--- config.mk ---
export PLATFORM = sky130hd
export DESIGN_NAME = hsv_to_rgb_converter
export DESIGN_NICKNAME = d
export VERILOG_FILES = /design/src/hw/rtl/hsv_pkg.sv /design/src/hw/rtl/hsv_sector.sv /design/src/hw/rtl/hsv_level.sv /design/src/hw/rtl/hsv_to_rgb_converter.sv
export SDC_FILE = /design/constraint.sdc
export NUM_CORES = 2
export LEC_CHECK = 0
export ABC_AREA = 1
export BUFFER_PORTS_ARGS = -buffer_cell sky130_fd_sc_hd__buf_2
export CAP_MARGIN = 20
export CORE_ASPECT_RATIO = 0.8
export CORE_MARGIN = 1
export CORE_UTILIZATION = 45
export CTS_CLUSTER_DIAMETER = 120
export DETAILED_ROUTE_END_ITERATION = 6
export MAX_ROUTING_LAYER = met4
export RECOVER_POWER = 50
export REMOVE_ABC_BUFFERS = 1
export SETUP_SLACK_MARGIN = 0.3
export SKIP_LAST_GASP = 1
export SYNTH_ARGS = -nofsm -noshare
export SYNTH_HDL_FRONTEND = slang
export SYNTH_SLANG_ARGS = --single-unit
export TNS_END_PERCENT = 10
--- constraint.sdc ---
create_clock -name clk -period 7.1 [get_ports clk]
set_input_delay 0.71 -clock clk [delete_from_list [all_inputs] [get_ports clk]]
set_output_delay 0.71 -clock clk [all_outputs]
set_load 0.1 [all_outputs]
--- src/hw/rtl/hsv_pkg.sv ---
package hsv_pkg;

  localparam int HueW   = 15;
  localparam int LevelW = 8;
  localparam int RemW   = 12;
  localparam int FracW  = 12;
  localparam int KeepW  = 20;

  localparam logic [HueW-1:0]  HueTurn   = 15'd23040;
  localparam logic [HueW-1:0]  HueSector = 15'd3840;
  localparam logic [12:0]      FracOne   = 13'd4096;
  localparam logic [KeepW-1:0] KeepOne   = 20'd1044480;

  // floor(x * 16 / 15) for x < 3840: x * ceil(2^19 / 15) >> 15
  localparam logic [15:0] FracRecip = 16'd34953;
  // floor(x / 255) for x < 65536: x * ceil(2^23 / 255) >> 23
  localparam logic [15:0] Div255Recip = 16'd32897;

  // Stage count from request accept to result strobe.
  localparam int PipeDepth = 6;

  typedef logic [2:0] sector_t;

  typedef struct packed {
    logic    valid;
    logic    grey;
    sector_t sector;
  } pix_meta_t;

  function automatic logic [LevelW-1:0] div255(input logic [15:0] x);
    logic [31:0] prod;
    prod = x * Div255Recip;
    return prod[30:23];
  endfunction

endpackage

--- src/hw/rtl/hsv_sector.sv ---
module hsv_sector (
  input  logic                      clk,
  input  logic                      rst,
  input  logic                      in_valid,
  input  logic [14:0]               hue,
  input  logic [7:0]                sat,
  input  logic [7:0]                val,
  output hsv_pkg::pix_meta_t        meta_out,
  output logic [hsv_pkg::FracW-1:0] frac_out,
  output logic [15:0]               prod_p_out,
  output logic [7:0]                sat_out,
  output logic [7:0]                val_out
);
  import hsv_pkg::*;

  logic [HueW-1:0] hue_c;
  sector_t         sector_c;
  logic [HueW-1:0] base_c;
  logic [HueW-1:0] rem_c;

  pix_meta_t       meta1;
  logic [RemW-1:0] rem1;
  logic [7:0]      sat1;
  logic [7:0]      val1;

  logic [27:0]     frac_prod;

  always_comb begin
    hue_c = (hue >= HueTurn) ? '0 : hue;
    priority if (hue_c >= 15'(5 * 3840)) begin
      sector_c = 3'd5;
      base_c   = 15'(5 * 3840);
    end else if (hue_c >= 15'(4 * 3840)) begin
      sector_c = 3'd4;
      base_c   = 15'(4 * 3840);
    end else if (hue_c >= 15'(3 * 3840)) begin
      sector_c = 3'd3;
      base_c   = 15'(3 * 3840);
    end else if (hue_c >= 15'(2 * 3840)) begin
      sector_c = 3'd2;
      base_c   = 15'(2 * 3840);
    end else if (hue_c >= HueSector) begin
      sector_c = 3'd1;
      base_c   = HueSector;
    end else begin
      sector_c = 3'd0;
      base_c   = '0;
    end
    rem_c = hue_c - base_c;
  end

  always_ff @(posedge clk) begin
    if (rst) begin
      meta1.valid <= 1'b0;
    end else begin
      meta1.valid <= in_valid;
    end
    meta1.grey   <= (sat == '0);
    meta1.sector <= sector_c;
    rem1         <= rem_c[RemW-1:0];
    sat1         <= sat;
    val1         <= val;
  end

  assign frac_prod = 28'(rem1) * 28'(FracRecip);

  always_ff @(posedge clk) begin
    if (rst) begin
      meta_out.valid <= 1'b0;
    end else begin
      meta_out.valid <= meta1.valid;
    end
    meta_out.grey   <= meta1.grey;
    meta_out.sector <= meta1.sector;
    frac_out        <= frac_prod[26:15];
    prod_p_out      <= val1 * (8'd255 - sat1);
    sat_out         <= sat1;
    val_out         <= val1;
  end

endmodule

--- src/hw/rtl/hsv_level.sv ---
module hsv_level (
  input  logic                      clk,
  input  logic                      rst,
  input  hsv_pkg::pix_meta_t        meta_in,
  input  logic [hsv_pkg::FracW-1:0] frac_in,
  input  logic [15:0]               prod_p_in,
  input  logic [7:0]                sat_in,
  input  logic [7:0]                val_in,
  output hsv_pkg::pix_meta_t        meta_out,
  output logic [7:0]                p_out,
  output logic [7:0]                q_out,
  output logic [7:0]                t_out,
  output logic [7:0]                val_out
);
  import hsv_pkg::*;

  pix_meta_t        meta3;
  logic [KeepW-1:0] keep_q3;
  logic [KeepW-1:0] keep_t3;
  logic [7:0]       p3;
  logic [7:0]       val3;

  pix_meta_t        meta4;
  logic [27:0]      prod_q4;
  logic [27:0]      prod_t4;
  logic [7:0]       p4;
  logic [7:0]       val4;

  logic [KeepW-1:0] sf_c;
  logic [KeepW-1:0] sfc_c;

  assign sf_c  = KeepW'(sat_in) * KeepW'(frac_in);
  assign sfc_c = KeepW'(sat_in) * KeepW'(FracOne - 13'(frac_in));

  always_ff @(posedge clk) begin
    if (rst) begin
      meta3.valid <= 1'b0;
      meta4.valid <= 1'b0;
      meta_out.valid <= 1'b0;
    end else begin
      meta3.valid <= meta_in.valid;
      meta4.valid <= meta3.valid;
      meta_out.valid <= meta4.valid;
    end
    meta3.grey   <= meta_in.grey;
    meta3.sector <= meta_in.sector;
    keep_q3      <= KeepOne - sf_c;
    keep_t3      <= KeepOne - sfc_c;
    p3           <= div255(prod_p_in);
    val3         <= val_in;

    meta4.grey   <= meta3.grey;
    meta4.sector <= meta3.sector;
    prod_q4      <= 28'(val3) * 28'(keep_q3);
    prod_t4      <= 28'(val3) * 28'(keep_t3);
    p4           <= p3;
    val4         <= val3;

    // full scale is 255 * 4096: drop the 4096 by shift, then divide by 255
    meta_out.grey   <= meta4.grey;
    meta_out.sector <= meta4.sector;
    q_out           <= div255(prod_q4[27:12]);
    t_out           <= div255(prod_t4[27:12]);
    p_out           <= p4;
    val_out         <= val4;
  end

endmodule

--- src/hw/rtl/hsv_to_rgb_converter.sv ---
// HSV to RGB pixel converter.
// Request channel: hue (1/64 degree, 23040 or more reads as 0), sat and val
// (fractions of 255). A request is taken at a rising edge where start is
// high and busy is low. busy is high only while rst is high.
// Result channel: red, green and blue are valid for the single cycle in
// which done is high; the receiver must take them then, it cannot stall.
// Throughput: one pixel per clock, set by the fully pipelined datapath
// (sector split, fraction multiply, s*f products, v*keep products, divide
// by 255 through reciprocal multiplies, sector routing).
// Zero saturation yields red = green = blue = val.
// Reset clears every stage's valid bit, so requests in flight are dropped
// and done stays low until new requests come through.
module hsv_to_rgb_converter (
  input  logic        clk,
  input  logic        rst,
  input  logic        start,
  output logic        busy,
  input  logic [14:0] hue,
  input  logic [7:0]  sat,
  input  logic [7:0]  val,
  output logic        done,
  output logic [7:0]  red,
  output logic [7:0]  green,
  output logic [7:0]  blue
);
  import hsv_pkg::*;

  pix_meta_t        meta2;
  logic [FracW-1:0] frac2;
  logic [15:0]      prod_p2;
  logic [7:0]       sat2;
  logic [7:0]       val2;

  pix_meta_t        meta5;
  logic [7:0]       p5;
  logic [7:0]       q5;
  logic [7:0]       t5;
  logic [7:0]       val5;

  logic [7:0]       red_next;
  logic [7:0]       green_next;
  logic [7:0]       blue_next;

  assign busy = rst;

  hsv_sector u_sector (
    .clk        (clk),
    .rst        (rst),
    .in_valid   (start & ~busy),
    .hue        (hue),
    .sat        (sat),
    .val        (val),
    .meta_out   (meta2),
    .frac_out   (frac2),
    .prod_p_out (prod_p2),
    .sat_out    (sat2),
    .val_out    (val2)
  );

  hsv_level u_level (
    .clk       (clk),
    .rst       (rst),
    .meta_in   (meta2),
    .frac_in   (frac2),
    .prod_p_in (prod_p2),
    .sat_in    (sat2),
    .val_in    (val2),
    .meta_out  (meta5),
    .p_out     (p5),
    .q_out     (q5),
    .t_out     (t5),
    .val_out   (val5)
  );

  always_comb begin
    if (meta5.grey) begin
      red_next   = val5;
      green_next = val5;
      blue_next  = val5;
    end else begin
      unique case (meta5.sector)
        3'd0: begin
          red_next = val5; green_next = t5;   blue_next = p5;
        end
        3'd1: begin
          red_next = q5;   green_next = val5; blue_next = p5;
        end
        3'd2: begin
          red_next = p5;   green_next = val5; blue_next = t5;
        end
        3'd3: begin
          red_next = p5;   green_next = q5;   blue_next = val5;
        end
        3'd4: begin
          red_next = t5;   green_next = p5;   blue_next = val5;
        end
        default: begin
          red_next = val5; green_next = p5;   blue_next = q5;
        end
      endcase
    end
  end

  always_ff @(posedge clk) begin
    if (rst) begin
      done <= 1'b0;
    end else begin
      done <= meta5.valid;
    end
    red   <= red_next;
    green <= green_next;
    blue  <= blue_next;
  end

endmodule

==> reports/qor.yml <==
die:
  start_util: 0.457
  die_h_um: 245
  num_rows: 88
  dieArea_um2: 74700
  coreArea_um2: 72400
  top_level_ports: 60
  die_w_um: 305
critical_path:
  path_max_fanout: 40
  critPathKind: "reg -> reg"
  required_ns: 7.58
  cp-end-kind: "flop"
  reg2regPathDepth: 17
  critPathLaunchType: "flop"
  arrival_ns: 6.26
sta:
  setup_violations: 0
  fmax_mhz: 173
  rsz0062_at_grt: "no"
  slew_viol_final: 82
  finalHoldViolations: 0
  fin_crit_ns: 5.78
  skew_ns: 0.0261
  min_period_over_period: 0.814
  setup_tns_ns: 0
  max_slew.worst_pin.slew_ns: 2.22
  slew_headroom: -0.479
clocking:
  clkLatencyLatePin_ns: 0.61
  cts_max_path_buffers: 3
  cts_tree: "yes"
  clkTransAtPathRegs_ns: 0.06
  ctsHoldBuffers: 0
  cts-resized-gates: 0
  clockRootBuffer: "clkbuf_16"
  cts.sink_count: 257
  cts_setup_buffers: 0
  numCtsBuffers: 29
  htreeDepth: 1
synth:
  yosysSeqAreaShare: 0.155
  synth_top_cell_by_area: "fa_1"
  synth_area_um2: 33100
  yosysUniqueCellTypes: 57
  yosys_warnings: 0
  synthTopCellsByArea: "fa_1, ha_1, dfxtp_1, inv_1, nand2_1"
  syn_avg_cell_area_um2: 7.44
  synth_cells: 4452
  ys_ff_latch: 257
  synth_top_area_frac: 0.237
global_route:
  grt_first_pass_wirelength_um: 134000
  antenna_found_initial: 0
  grt_pass1_vias: 26700
  grtUsageTotal: 0.225
  grt_max_degree: 41
  gr-total-overflow: 0
hold_path:
  worstHoldPathType: "in -> reg"
  hold_path_depth: 1
routing:
  ant_nets: 0
  vias: 26300
  drc: 0
  drt-initial-drc-count: 1447
  finalWirelength_um: 78800
  vias_per_cell: 4.86
  drt_first_pass_iters: 6
  drt-wirelength-per-cell_um: 14.6
finish:
  multi_input_comb_area_um2: 23300
  diodes: 0
  regArea_um2: 5140
  final_cell_mix: "inv_1, nand2_1, ha_1"
  layout_commonest_cell: "inv_1"
  finalNetCount: 5347
  drive_above_1_share: 0.0284
  fillerInstances: 7401
  areaGrowthSynthToFinish_pct: 6.04
outcome:
  violations: "capacitance limit, slew limit"
  status: "complete, but fails checks"
placed_design:
  dp_hpwl_um: 66700
  place_congestion: 0.931
  port_buffers: 59
job:
  cap_viol_max_count: 2
==> logic make-up after synthesis <==
group | after synthesis | share of synthesized area
AOI/OAI and AO/OA | 387 | 0.0656
xor gates and xnor gates | 66 | 0.0180
adders and majority gates | 867 | 0.416
buffers and inverters | 1234 | 0.143
DFF | 257 | 0.155
and+or+nand+nor | 1641 | 0.202
==> flip-flops by register name, indices dropped and copies added (netlist names), 12 cells and up <==
name / cells
u_level.keep_q3: 20
u_level.keep_t3: 19
u_level.prod_t4: 16
u_sector.frac_out: 12
u_sector.rem1: 12
u_sector.prod_p_out: 16
u_level.prod_q4: 16
==> critical path, cell delays in order, from the launching register on <==
cell and delay, ns:
dfxtp_1 0.31, clkbuf_1 1.51, nand2_1 0.24, fa_1 0.63, inv_1 0.05, fa_1 0.52
inv_1 0.05, fa_1 0.48, inv_1 0.05, fa_1 0.45, ha_1 0.41, nand2_1 0.14
nor2_1 0.15, inv_1 0.07, nor3_1 0.20, o21ai_0 0.18, nand4_1 0.11, nand2_1 0.06
==> final timing paths <==
path	from	endpoint	slack, ns
worst max-delay path	u_level.val3[2]$_DFF_P_	u_level.prod_q4[22]$_DFF_P_	1.32
worst min-delay path	val[1]	u_sector.val1[1]$_DFF_P_	0.21
worst max register to register	u_level.val3[2]$_DFF_P_	u_level.prod_q4[22]$_DFF_P_	1.32
worst min register to register	u_level.p3[3]$_DFF_P_	u_level.p4[3]$_DFF_P_	0.32
==> synth_stat cells, drive strengths merged <==
cell type	instances
a211oi	7
a21boi	3
a21o	19
a21oi	185
a31o	1
a31oi	3
and2	5
and3	1
buf	31
clkbuf	76
clkinv	2
dfxtp	257
fa	392
ha	475
inv	1125
nand2	1090
nand3	115
nand3b	10
nand4	47
nor2	315
nor2b	1
nor3	41
nor3b	1
nor4	11
o2111ai	1
o211a	1
o211ai	1
o21a	7
o21ai	111
o21bai	12
o221ai	10
o22ai	21
o31ai	5
or2	4
xnor2	19
xor2	47
==> cell type report <==
type / instances / share of cell area
clock inverter: 21 / 0.00666
sequential: 257 / 0.146
inverter: 1127 / 0.120
clock buffer: 33 / 0.0217
timing repair buffer: 70 / 0.00933
multi-input combinational: 2961 / 0.662
tap: 945 / 0.0337
==> metal layers <==
layer  vias to the layer above  share of wire  global-route usage
li1                      13400              -                   -
met4                         0          0.018              0.0365
met3                        91          0.058              0.0363
met2                       557           0.40               0.331
met5                         -              0                   -
met1                     12300           0.52               0.328
==> through the flow <==
stage / setup slack [ns] / area [um^2] / utilization / hold WS [ns] / instances
2_1_floorplan: 2.39 / 32600 / - / 0.310 / 4345
3_3_place_gp: 1.84 / 34200 / 0.472 / 0.310 / 5360
3_5_place_dp: 1.80 / 34200 / 0.472 / 0.312 / 5360
4_1_cts: 1.79 / 35200 / 0.486 / 0.174 / 5414
5_1_grt: 0.881 / 35100 / 0.485 / 0.180 / 5414
6_report: 1.32 / 35100 / 0.485 / 0.207 / 5414
Power is not shown: default switching activity piles up to over one toggle a cycle in this logic, so the estimate is an artifact.
